`config.mk`:
```
export PLATFORM = sky130hd
export DESIGN_NAME = rc_satellite_frame_decoder
export DESIGN_NICKNAME = d
export VERILOG_FILES = /design/src/hdl/rcsfd_pkg.sv /design/src/hdl/rcsfd_ctrl.sv /design/src/hdl/rcsfd_datapath.sv /design/src/hdl/rc_satellite_frame_decoder.sv
export SDC_FILE = /design/constraint.sdc
export NUM_CORES = 1
export LEC_CHECK = 0
export ABC_AREA = 1
export BUFFER_PORTS_ARGS = -buffer_cell sky130_fd_sc_hd__buf_2
export CORE_UTILIZATION = 30
export DETAILED_ROUTE_END_ITERATION = 16
export PLACE_DENSITY = 0.57
export SLEW_MARGIN = 20
export SYNTH_ARGS = -nofsm -noshare
export SYNTH_HDL_FRONTEND = slang
export SYNTH_SLANG_ARGS = --single-unit
```
`constraint.sdc`:
```
create_clock -name clk -period 4.3 [get_ports clk]
set_clock_uncertainty 0.05 [all_clocks]
set_input_delay 0.43 -clock clk [delete_from_list [all_inputs] [get_ports clk]]
set_output_delay 0.43 -clock clk [all_outputs]
set_load 0.1 [all_outputs]
```
`src/hdl/rcsfd_pkg.sv`:
```
package rcsfd_pkg;

	localparam int WORDS_PER_FRAME_DEF = 7;
	localparam int MAX_FRAMES_DEF      = 2;

	localparam int CFG_IDX_W  = 2;
	localparam int CFG_DATA_W = 8;

	localparam logic [7:0] FRAME_GAP_RST = 8'd70;
	localparam logic [7:0] BYTE_GAP_RST  = 8'd3;
	localparam logic [3:0] CH_LIMIT_RST  = 4'd12;

	localparam logic [3:0]  CH_UNUSED   = 4'hF;
	localparam logic [10:0] OFS_10BIT   = 11'd1000;
	localparam logic [11:0] OFS_11BIT   = 12'd2000;

	typedef enum logic [CFG_IDX_W-1:0] {
		CFG_FRAME_GAP = 2'd0,
		CFG_BYTE_GAP  = 2'd1,
		CFG_CH_LIMIT  = 2'd2
	} cfg_reg_t;

	typedef enum logic [1:0] {
		PH_LOST   = 2'd0,
		PH_HEADER = 2'd1,
		PH_HIGH   = 2'd2,
		PH_LOW    = 2'd3
	} sync_phase_t;

	typedef enum logic [1:0] {
		ST_IDLE,
		ST_READ,
		ST_EMIT
	} ctl_state_t;

	typedef struct packed {
		logic       mode;
		logic [7:0] byte_value;
	} in_t;

	typedef struct packed {
		logic [3:0]  channel;
		logic [11:0] value;
		logic        stored;
		logic        rc_active;
		logic [7:0]  lost_frames;
		logic        last;
	} out_t;

	typedef struct packed {
		logic take;
		logic run_clear;
		logic rd_en;
		logic emit;
	} ctl_cmd_t;

	typedef struct packed {
		logic run_start;
		logic run_last;
		logic out_free;
	} dp_stat_t;

endpackage

```
`src/hdl/rcsfd_ctrl.sv`:
```
module rcsfd_ctrl
	import rcsfd_pkg::*;
(
	input  logic     clk,
	input  logic     arst_n,
	input  logic     in_valid,
	output logic     in_stall,
	input  dp_stat_t stat,
	output ctl_cmd_t cmd
);

	ctl_state_t state_q, state_d;

	always_ff @(posedge clk or negedge arst_n) begin
		if (!arst_n) begin
			state_q <= ST_IDLE;
		end else begin
			state_q <= state_d;
		end
	end

	always_comb begin
		state_d = state_q;
		case (state_q)
			ST_IDLE: begin
				if (in_valid && stat.run_start) state_d = ST_READ;
			end
			ST_READ: begin
				state_d = ST_EMIT;
			end
			ST_EMIT: begin
				if (stat.out_free) state_d = stat.run_last ? ST_IDLE : ST_READ;
			end
			default: begin
				state_d = ST_IDLE;
			end
		endcase
	end

	always_comb begin
		cmd = '0;
		in_stall = 1'b1;
		case (state_q)
			ST_IDLE: begin
				in_stall = 1'b0;
				cmd.take = in_valid;
				cmd.run_clear = in_valid && stat.run_start;
			end
			ST_READ: begin
				cmd.rd_en = 1'b1;
			end
			ST_EMIT: begin
				cmd.emit = stat.out_free;
			end
			default: begin
				in_stall = 1'b1;
			end
		endcase
	end

endmodule

```
`src/hdl/rcsfd_datapath.sv`:
```
module rcsfd_datapath
	import rcsfd_pkg::*;
#(
	parameter int WPF  = WORDS_PER_FRAME_DEF,
	parameter int MAXF = MAX_FRAMES_DEF
) (
	input  logic                  clk,
	input  logic                  arst_n,
	input  in_t                   in_data,
	input  logic                  out_stall,
	output logic                  out_valid,
	output out_t                  out_data,
	input  logic                  cfg_write,
	input  logic [CFG_IDX_W-1:0]  cfg_index,
	input  logic [CFG_DATA_W-1:0] cfg_data,
	input  ctl_cmd_t              cmd,
	output dp_stat_t              stat
);

	localparam int DEPTH = WPF * MAXF;
	localparam int SW    = (DEPTH > 1) ? $clog2(DEPTH) : 1;
	localparam int KW    = $clog2(DEPTH + 1);
	localparam int SLW   = $clog2(2 * WPF);
	localparam int AW    = (SLW > SW) ? SLW : SW;
	localparam int WCW   = $clog2(WPF + 1);
	localparam int CW    = (KW > 5) ? KW : 5;

	// configuration
	logic [7:0] frame_gap_q, byte_gap_q;
	logic [3:0] ch_limit_q;

	always_ff @(posedge clk or negedge arst_n) begin
		if (!arst_n) begin
			frame_gap_q <= FRAME_GAP_RST;
			byte_gap_q  <= BYTE_GAP_RST;
			ch_limit_q  <= CH_LIMIT_RST;
		end else if (cfg_write) begin
			case (cfg_index)
				CFG_FRAME_GAP: frame_gap_q <= cfg_data;
				CFG_BYTE_GAP:  byte_gap_q  <= cfg_data;
				CFG_CH_LIMIT:  ch_limit_q  <= cfg_data[3:0];
				default: ;
			endcase
		end
	end

	// frame sync
	sync_phase_t    phase_q, phase_d;
	logic           resync_q, resync_d;
	logic [7:0]     timer_q, timer_d;
	logic [WCW-1:0] wcnt_q, wcnt_d, wcnt_inc;
	logic [1:0]     fcnt_q, fcnt_d, fcnt_inc;
	logic           upper_q, upper_d;
	logic [7:0]     held_q, held_d;
	logic [7:0]     lost_q, lost_d;
	logic           penc_q, penc_d;
	logic [1:0]     pfr_q, pfr_d;
	logic           aenc_q, aenc_d;
	logic [AW-1:0]  slot;
	logic           mem_we;
	logic           run_start;
	logic [7:0]     c;

	assign c        = in_data.byte_value;
	assign wcnt_inc = wcnt_q + WCW'(1);
	assign fcnt_inc = fcnt_q + 2'd1;
	assign slot     = AW'(wcnt_q) + (upper_q ? AW'(WPF) : AW'(0));

	always_comb begin
		phase_d   = phase_q;
		resync_d  = resync_q;
		timer_d   = timer_q;
		wcnt_d    = wcnt_q;
		fcnt_d    = fcnt_q;
		upper_d   = upper_q;
		held_d    = held_q;
		lost_d    = lost_q;
		penc_d    = penc_q;
		pfr_d     = pfr_q;
		aenc_d    = aenc_q;
		mem_we    = 1'b0;
		run_start = 1'b0;
		if (in_data.mode) begin
			if (timer_q != 8'd0) timer_d = timer_q - 8'd1;
		end else if (resync_q || (phase_q == PH_LOST && timer_q != 8'd0)) begin
			// early byte: restart the quiet wait
			resync_d = 1'b0;
			timer_d  = frame_gap_q;
			phase_d  = PH_LOST;
			wcnt_d   = '0;
			fcnt_d   = '0;
			upper_d  = 1'b0;
		end else if (phase_q == PH_LOST) begin
			lost_d  = c;
			phase_d = PH_HEADER;
			timer_d = byte_gap_q;
		end else if (timer_q == 8'd0) begin
			// late byte inside a frame: drop it and resync
			resync_d = 1'b1;
			timer_d  = frame_gap_q;
		end else if (phase_q == PH_HEADER) begin
			penc_d  = c[4];
			pfr_d   = (32'(c[1:0]) > MAXF) ? 2'(MAXF) : c[1:0];
			phase_d = PH_HIGH;
			timer_d = byte_gap_q;
		end else if (phase_q == PH_HIGH) begin
			held_d = c;
			if (wcnt_q == '0) upper_d = c[7];
			phase_d = PH_LOW;
			timer_d = byte_gap_q;
		end else begin
			phase_d = PH_HIGH;
			timer_d = byte_gap_q;
			mem_we  = (32'(slot) < DEPTH);
			wcnt_d  = wcnt_inc;
			if (wcnt_inc == WCW'(WPF)) begin
				fcnt_d = fcnt_inc;
				if (pfr_q != 2'd0 && fcnt_inc == pfr_q) begin
					run_start = 1'b1;
					fcnt_d    = 2'd0;
				end
				aenc_d  = penc_q;
				phase_d = PH_LOST;
				wcnt_d  = '0;
				upper_d = 1'b0;
				timer_d = frame_gap_q;
			end
		end
	end

	always_ff @(posedge clk or negedge arst_n) begin
		if (!arst_n) begin
			phase_q  <= PH_LOST;
			resync_q <= 1'b1;
			timer_q  <= 8'd0;
			wcnt_q   <= '0;
			fcnt_q   <= 2'd0;
			upper_q  <= 1'b0;
			held_q   <= 8'd0;
			lost_q   <= 8'd0;
			penc_q   <= 1'b0;
			pfr_q    <= 2'd0;
			aenc_q   <= 1'b0;
		end else if (cmd.take) begin
			phase_q  <= phase_d;
			resync_q <= resync_d;
			timer_q  <= timer_d;
			wcnt_q   <= wcnt_d;
			fcnt_q   <= fcnt_d;
			upper_q  <= upper_d;
			held_q   <= held_d;
			lost_q   <= lost_d;
			penc_q   <= penc_d;
			pfr_q    <= pfr_d;
			aenc_q   <= aenc_d;
		end
	end

	// word store
	logic [15:0]    mem [DEPTH];
	logic [DEPTH-1:0] vld_q;
	logic [15:0]    rd_q;
	logic           rd_vld_q;
	logic [KW-1:0]  k_q, total_q, k_inc;

	assign k_inc = k_q + KW'(1);

	always_ff @(posedge clk) begin
		if (cmd.take && mem_we) mem[slot[SW-1:0]] <= {held_q, c};
		if (cmd.rd_en) rd_q <= mem[k_q[SW-1:0]];
	end

	always_ff @(posedge clk or negedge arst_n) begin
		if (!arst_n) begin
			vld_q    <= '0;
			rd_vld_q <= 1'b0;
		end else begin
			if (cmd.take && mem_we) vld_q[slot[SW-1:0]] <= 1'b1;
			if (cmd.rd_en) rd_vld_q <= vld_q[k_q[SW-1:0]];
		end
	end

	// decode run
	logic [15:0]   w;
	logic [3:0]    ch;
	logic          ok;
	logic [11:0]   val;
	logic [KW-1:0] dec_q, dec_n;
	logic [3:0]    hi_q, hi_n;
	logic          is_last;
	logic          out_vq;
	out_t          out_q;

	assign w       = rd_vld_q ? rd_q : 16'd0;
	assign ch      = aenc_q ? w[14:11] : w[13:10];
	assign ok      = (ch < ch_limit_q);
	assign val     = !ok ? 12'd0 :
	                 aenc_q ? (12'(w[10:0]) + OFS_11BIT) :
	                 {(11'(w[9:0]) + OFS_10BIT), 1'b0};
	assign dec_n   = dec_q + KW'(ok);
	assign hi_n    = (ch != CH_UNUSED && ch > hi_q) ? ch : hi_q;
	assign is_last = (k_inc == total_q);

	always_ff @(posedge clk or negedge arst_n) begin
		if (!arst_n) begin
			k_q     <= '0;
			total_q <= '0;
			dec_q   <= '0;
			hi_q    <= 4'd0;
		end else if (cmd.run_clear) begin
			k_q     <= '0;
			total_q <= KW'(WPF) * KW'(pfr_q);
			dec_q   <= '0;
		end else if (cmd.emit) begin
			k_q   <= k_inc;
			dec_q <= dec_n;
			hi_q  <= hi_n;
		end
	end

	// output register
	always_ff @(posedge clk or negedge arst_n) begin
		if (!arst_n) begin
			out_vq <= 1'b0;
		end else if (cmd.emit) begin
			out_vq <= 1'b1;
		end else if (!out_stall) begin
			out_vq <= 1'b0;
		end
	end

	always_ff @(posedge clk) begin
		if (cmd.emit) begin
			out_q.channel     <= ch;
			out_q.value       <= val;
			out_q.stored      <= ok;
			out_q.rc_active   <= is_last && (CW'(dec_n) >= CW'(hi_n) + CW'(1));
			out_q.lost_frames <= lost_q;
			out_q.last        <= is_last;
		end
	end

	assign out_valid = out_vq;
	assign out_data  = out_q;

	assign stat.run_start = run_start;
	assign stat.run_last  = is_last;
	assign stat.out_free  = !out_vq || !out_stall;

endmodule

```
`src/hdl/rc_satellite_frame_decoder.sv`:
```
// Serial frame decoder for an RC satellite receiver.
// Input requests on in_valid/in_stall carry either a received byte
// (mode 0) or a timer tick (mode 1). A request is taken when presented
// while the block is not decoding; ticks count the gap timer down, bytes
// walk the frame sync and fill the word store.
// The low byte that completes the expected number of frames starts a
// decode run: one result request per word of the run on out_valid/out_stall,
// the final one flagged with last and carrying rc_active. Each word is
// read from the store (it has a single registered read port) and then
// decoded before the next is read; in_stall stays high during the run.
// Results go through an output register, so input is taken again while the
// last result still waits. A stalled receiver holds the run at its current
// word. Configuration writes take effect at the clock edge, with no wait.
// Reset returns the registers to their defaults, empties the word store
// (unwritten words read as zero) and forces a resync on the first byte.
module rc_satellite_frame_decoder
	import rcsfd_pkg::*;
#(
	parameter int WORDS_PER_FRAME = WORDS_PER_FRAME_DEF,
	parameter int MAX_FRAMES      = MAX_FRAMES_DEF
) (
	input  logic                  clk,
	input  logic                  arst_n,
	input  logic                  in_valid,
	output logic                  in_stall,
	input  in_t                   in_data,
	output logic                  out_valid,
	input  logic                  out_stall,
	output out_t                  out_data,
	input  logic                  cfg_write,
	input  logic [CFG_IDX_W-1:0]  cfg_index,
	input  logic [CFG_DATA_W-1:0] cfg_data
);

	ctl_cmd_t cmd;
	dp_stat_t stat;

	rcsfd_ctrl u_ctrl (
		.clk      (clk),
		.arst_n   (arst_n),
		.in_valid (in_valid),
		.in_stall (in_stall),
		.stat     (stat),
		.cmd      (cmd)
	);

	rcsfd_datapath #(
		.WPF  (WORDS_PER_FRAME),
		.MAXF (MAX_FRAMES)
	) u_datapath (
		.clk       (clk),
		.arst_n    (arst_n),
		.in_data   (in_data),
		.out_stall (out_stall),
		.out_valid (out_valid),
		.out_data  (out_data),
		.cfg_write (cfg_write),
		.cfg_index (cfg_index),
		.cfg_data  (cfg_data),
		.cmd       (cmd),
		.stat      (stat)
	);

endmodule
```
After elaboration in Yosys (flattened, before gate mapping) --
Memory sizes are Yosys's and may differ from the RTL's. A register that Yosys moved wholly into a read port is not among the register bits. Index checks and enable logic that the tools add are counted.
Storage, ports and cells: word-level logic and storage cells 191, bits of input ports 24, memory bits (writable) 224, flip-flop bits (word level) 118, memories 1
Cells by class: reduce and logical (&&, ||, !) cells 38, mux-type cells 77, $lt $le $gt $ge 8, multipliers 1, add/subtract/negate cells 9, equality and inequality tests 20, bitwise logic cells 8
Memory list:
- u_datapath.mem | words 14, bits a word 16, rd ports 1, clocked after memory_dff 1, wr ports 1, RTL line rcsfd_datapath.sv:160 | logic [15:0] mem [DEPTH];
Operators with widths (number):
- $mux W8 | 8
- $mux W1 | 34
- $mux W2 | 17
- $mux W4 | 6
- $mux W3 | 7
- $reduce_and A7 Y1 | 3
- $mux W15 | 1
- $ne A2 B1 Y1 const B | 7
- $or A14 B14 Y14 | 1
- $reduce_and A2 Y1 | 7
- $add A11 B11 Y12 const B | 1
- $mux W12 | 1
- $reduce_and A6 Y1 | 2
- $add A10 B10 Y11 const B | 1
- $lt A4 B5 Y1 const B | 2
- $logic_not A8 Y1 | 1
- $reduce_and A4 Y1 | 2
- $reduce_and A8 Y1 | 1
- $reduce_bool A2 Y1 | 4
- $reduce_bool A8 Y1 | 1
- $sub A8 B1 Y8 const B | 1
- $logic_and A1 B1 Y1 | 7
- $not A1 Y1 | 7
- $eq A2 B1 Y1 const B | 3
- other kinds (30) | 36

Longest topological paths before layout --
word-level depth 16, depth in mapped cells 21

Hierarchy --
From an unflattened synthesis, not the netlist that was laid out.
Unflattened totals: cells, all modules 1361, area total of the unflattened synthesis 14934.3 um^2
By module, submodules not included:
- rcsfd_datapath | times used 1, seq. area each 9779.4 um^2, area an instance 14804.2 um^2, cells each 1340
- rcsfd_ctrl | times used 1, seq. area each 50.0 um^2, area an instance 130.1 um^2, cells each 21

Worst setup path before layout --
No wires, ideal clock.
path kind reg2reg, from register u_datapath.aenc_q, to register u_datapath.out_q, in the netlist u_datapath.out_data[9] (data pin), data arrival time 2913 ps, stages on the path, launching flop included 19, setup time 255 ps, data required time 3995 ps, path slack 1081 ps, buffers on the path 2, cell sequence dfrtp_1 -> buf_2 -> nand2_1 -> nand2_1 -> inv_1 -> ha_1 -> a21oi_1 -> nand3b_1 -> nand2_1 -> buf_2 -> inv_1 -> ha_1 -> ha_1 -> ha_1 -> a21boi_0 -> o21a_1 -> o21a_1 -> o21ai_0 -> nor2_1
On the way: elaborated cells between the ends (all ways) 10
RTL lines:
- start, declared | RTL line rcsfd_datapath.sv:58 | logic aenc_q, aenc_d;
- start signal, assigned | RTL line rcsfd_datapath.sv:155 | aenc_q <= aenc_d;
- $mux W4 | RTL line rcsfd_datapath.sv:195 | assign ch = aenc_q ? w[14:11] : w[13:10];
- net u_datapath.ch[1] | RTL line rcsfd_datapath.sv:185 | logic [3:0] ch;
- $lt A4 B4 Y1 | RTL line rcsfd_datapath.sv:196 | assign ok = (ch < ch_limit_q);
- net u_datapath.ok | RTL line rcsfd_datapath.sv:186 | logic ok;
- $add A4 B1 Y4 | RTL line rcsfd_datapath.sv:200 | assign dec_n = dec_q + KW'(ok);
- $ge A4 B5 Y1 | RTL line rcsfd_datapath.sv:237 | out_q.rc_active <= is_last && (CW'(dec_n) >= CW'(hi_n) + CW'(1));
- $logic_and A1 B1 Y1 | RTL line rcsfd_datapath.sv:237
- end, declared | RTL line rcsfd_datapath.sv:192 | out_t out_q;
The timed path passes the listed nets, and every way through them passes these cells. A chain may end at the register's enable or synchronous reset.

Final worst setup path --
from register u_datapath.aenc_q, to register u_datapath.out_q, in the netlist u_datapath.out_data[9] (data pin)
On the way: cells in the longest elaborated chain, start to end 7, elaborated cells between the ends (all ways) 10
Ends and longest elaborated chain:
- $mux W4 * | RTL line rcsfd_datapath.sv:195
- net u_datapath.ch[3] | RTL line rcsfd_datapath.sv:185
- $gt A4 B4 Y1 or $ne A4 B4 Y1 (tied branches) | RTL line rcsfd_datapath.sv:201 | assign hi_n = (ch != CH_UNUSED && ch > hi_q) ? ch : hi_q;
- $logic_and A1 B1 Y1 * | RTL line rcsfd_datapath.sv:201
- $mux W4 * | RTL line rcsfd_datapath.sv:201
- net u_datapath.hi_n[1] | RTL line rcsfd_datapath.sv:189 | logic [3:0] hi_q, hi_n;
- $add A4 B1 Y5 * | RTL line rcsfd_datapath.sv:237
- $ge A4 B5 Y1 * | RTL line rcsfd_datapath.sv:237
- $logic_and A1 B1 Y1 * | RTL line rcsfd_datapath.sv:237
The timed path passes the listed nets; every way through them passes the cells marked *.

==> summary.md <==
| Metric | Value |
|---|---|
| Status | `finished, final reports clean` |
| Crit path kind | `reg -> reg` |
| Max cap viols | `0` |
| FF-to-FF Start | `u_datapath.aenc_q$_DFFE_PN0P_` |
| Layout Nets | `approximately 1500` |
| PD cells | `645.5 nW/um2` |
| Routed vias | `9927` |
| # IOs | `53` |
| Critical path arrival | `3.98 ns` |
| Number of stages on the worst setup path | `20` |
| Syn. warnings | `0` |
| Setup Fix Bufs, Post-CTS | `0` |
| GRT Residual Overflow | `0` |
| Core Box Area | `about 48000 um2` |
| Slew headroom | `40.48%` |
| Adder-cell share of the synthesized area | `2.268%` |
| First-pass GRT wire length | `between 50000 and 60000 um` |
| Pleak | `6.611 nW` |
| Worst Setup Slack, final | `0.5562 ns` |
| Top FF cell, synth | `edfxtp_1` |
| DRC viols | `0` |
| Mux cell area share after synthesis | `0%` |
| Hold Fails Final Rpt | `0` |
| Final Slew Violations | `0` |
| Starting density of the core | `a little under a third` |
| Final Hold Slack | `0.09793 ns` |
| Share of cells above drive strength 1 | `11.29%` |
| Num CTS Buffers | `37` |
| Post-CTS sizing | `0` |
| H-tree levels | `2` |
| Compound-Gate Fraction of Synth Area | `10.92%` |
| VDD IR max | `~0.53 mV` |
| Critical path peak fanout | `18` |
| DR pass1 iterations | `5` |
| Die width | `223.2 um` |
| Worst min path class | `in -> reg` |
| Critical Path Source | `u_datapath.aenc_q$_DFFE_PN0P_` |
| Worst-path cell chain | `inv_2 > nand2_1 > nand2_1 > inv_1 > ha_1 > nand2_1 > inv_1 > nand2_1 > a21oi_1 > nand2_1 > nand2_1 > nand2_1 > ha_1 > inv_1 > ha_1 > a21boi_0 > o21a_1 > o21a_1 > o21ai_0 > nor2_1` |
| Vias per inst | `about 4.8` |
| Required @ worst endpoint | `4.53 ns` |
| Total clock sinks | `342` |
| GP Congestion | `0.8241` |
| # rows | `80` |
| RSZ-0062 raised after global routing | `false` |
| Synthesized cell area | `14680 um2` |
| Most frequent CP cell | `nand2_1` |
| Final min period | `roughly 3.7 ns` |
| Final setup viols | `0` |
| Post-synth net total | `between 1000 and 1500` |
| Later-pin clock latency in the skew report | `0.54 ns` |
| Worst-Margin Slew | `between 0.8 and 0.9 ns` |
| CP bufs+invs | `4` |
| Vias in the first global route | `9738` |
| Die Y | `223.2 um` |
| CP startpoint kind | `register` |
| Post-Synth XOR/XNOR Area | `0.8355%` |
| Cell family with most CP delay | `adder cells` |
| Yosys reg bits | `~340` |
| Largest net degree at the start of global routing | `119` |
| Post-place setup slack | `0.5512 ns` |
| Max incr delay on CP | `around 0.51 ns` |
| Root buffer cell | `clkbuf_16` |
| Post-synth EDFFs | `252` |
| Register area share after synthesis | `66.98%` |
| Hold Crit Start | `cfg_data[6]` |
| Iter 0 DRT Violations | `799` |
| Synth Area in Simple Gates | `14.19%` |
| Worst hold stages | `3` |
| Final period util | `87.07%` |
| Critical-path top delay cell | `dfrtp_1` |
| GRT Util Overall | `about 14%` |
| Initial antenna violation count | `2` |
| Async S/R FF share, synth | `26.32%` |
| Setup TNS | `0 ns` |
| Input/output buffers | `52` |
| Post-DP HPWL | `between 20000 and 25000 um` |
| CTS tree | `done` |
| Wirelength per Cell | `~17 um` |
| Cells after Synth | `1350` |
| Post-Route WL | `roughly 36000 um` |
| Reg clk slew, reported paths | `0.05 ns` |
| Distinct cell type count after synthesis | `43` |
| Final ANT Viol Nets | `0` |
| Fmax | `267.1 MHz` |
| Main combinational cell family by area after synthesis | `simple AND/OR/NAND/NOR gates` |
| Worst setup EP type | `register` |
| Worst r2r path cells | `20` |
| Syn-to-layout area delta | `15.13%` |
| Syn_area_per_cell | `10.87 um2` |
| DIE AREA | `between 40000 and 50000 um2` |
| Max clock buf depth | `3` |
[registers in the layout, indices dropped and copies added, names as in the netlist, 3 cells and up]
register and flops:
u_datapath.timer_q 8, u_datapath.dec_q 4, u_datapath.out_data 27, u_datapath.byte_gap_q 8, u_datapath.hi_q 4, u_datapath.frame_gap_q 8
u_datapath.total_q 4, u_datapath.ch_limit_q 4, u_datapath.vld_q 14, u_datapath.held_q 7, u_datapath.lost_q 8, u_datapath.mem 210
u_datapath.rd_q 15, u_datapath.k_q 4, u_datapath.wcnt_q 3
[logic make-up after synthesis]
logic type	Yosys count
xor gates and xnor gates	14
buffers and inverters	179
and+or+nand+nor	491
adders and majority gates	26
AOI/OAI and AO/OA	298
DFF	342
[final cells by class]
| class | instances | area [um2] |
|---|---|---|
| clock inverters | 8 | 46.29 |
| diodes | 1 | 2.502 |
| multi-input cells | 829 | 4140 |
| repair buffers | 82 | 528.0 |
| inverters | 123 | 461.7 |
| flip-flops and latches | 342 | 9833 |
| fillers | 4659 | 31050 |
| clock buffers | 60 | 1115 |
| well taps | 615 | 769.5 |
[per-layer routing]
metal	vias up	share of wire, %	global-route usage, %
li1	4810	-	-
met1	4833	47	20.30
met2	236	47	23.30
met3	46	4.6	2.278
met4	2	1.8	3.693
met5	-	0.053	0
[cells in the mapped netlist (all sizes together), types with 10 or more instances]
cell type  number  area, um2
dfrtp          82       2052
nor2          154      624.3
nand4          13      81.33
clkbuf         37      138.9
nand3          72      370.4
buf            19      105.1
xor2           10      87.58
o21ai         183      915.9
edfxtp        252       7567
nand2         239      904.6
a21oi          65      329.1
ha             25      312.8
inv           122      457.9
o22ai          26      162.7
[report_power, final]
group          internal, W  total [W]  leakage (nW)  switching [W]
combinational      0.00103    0.00359          2.67        0.00256
clock              0.00178    0.00303         0.561        0.00125
sequential         0.00400    0.00428          3.38       0.000280
total              0.00681     0.0109          6.61        0.00410
[timing repair]
action	CTS	global route
hold buffers	1	0
hold endpoints to repair	13	0
setup endpoints to repair	0	0
[cells in the final DEF (no fill, tap or decap), types with 9 or more instances in the layout]
| cell | instances |
|---|---|
| o21ai_1 | 9 |
| inv_1 | 118 |
| a221oi_1 | 9 |
| xor2_1 | 10 |
| clkbuf_1 | 15 |
| a21oi_1 | 64 |
| dfrtp_1 | 81 |
| nand3_1 | 70 |
| clkbuf_16 | 39 |
| edfxtp_1 | 252 |
| nand2_1 | 236 |
| o22ai_1 | 26 |
| nor2_1 | 145 |
| nand4_1 | 13 |
| ha_1 | 25 |
| buf_2 | 51 |
| o21ai_0 | 174 |
| buf_4 | 27 |
[worst min-delay path, stage by stage]
cell and delay [ns]:
buf_2 0.09, inv_1 0.06, o21ai_0 0.08
[through the flow]
stage | power [W] | std cells | util, % | cell area, um2
after floorplan | 0.006885 | 1350 | - | 14680
after global placement | 0.007855 | 1990 | 32.79 | 15720
after CTS | 0.01101 | 2059 | 35.23 | 16890
after global routing | 0.01161 | 2059 | 35.23 | 16890
final | 0.01091 | 2060 | 35.24 | 16900
after detailed placement | 0.007937 | 1990 | 32.79 | 15720
[final timing paths]
check	to	slack [ns]
setup reg to reg	u_datapath.out_data[9]$_DFFE_PP_	0.56
max in group asynchronous	u_datapath.byte_gap_q[1]$_DFFE_PN1P_	2.71
min in group asynchronous	u_datapath.byte_gap_q[7]$_DFFE_PN0P_	0.53
hold / removal	u_datapath.frame_gap_q[6]$_DFFE_PN1P_	0.1
setup / recovery	u_datapath.out_data[9]$_DFFE_PP_	0.56
hold reg to reg	u_datapath.vld_q[2]$_DFFE_PN0P_	0.40
(Power assumes the default switching activity.)
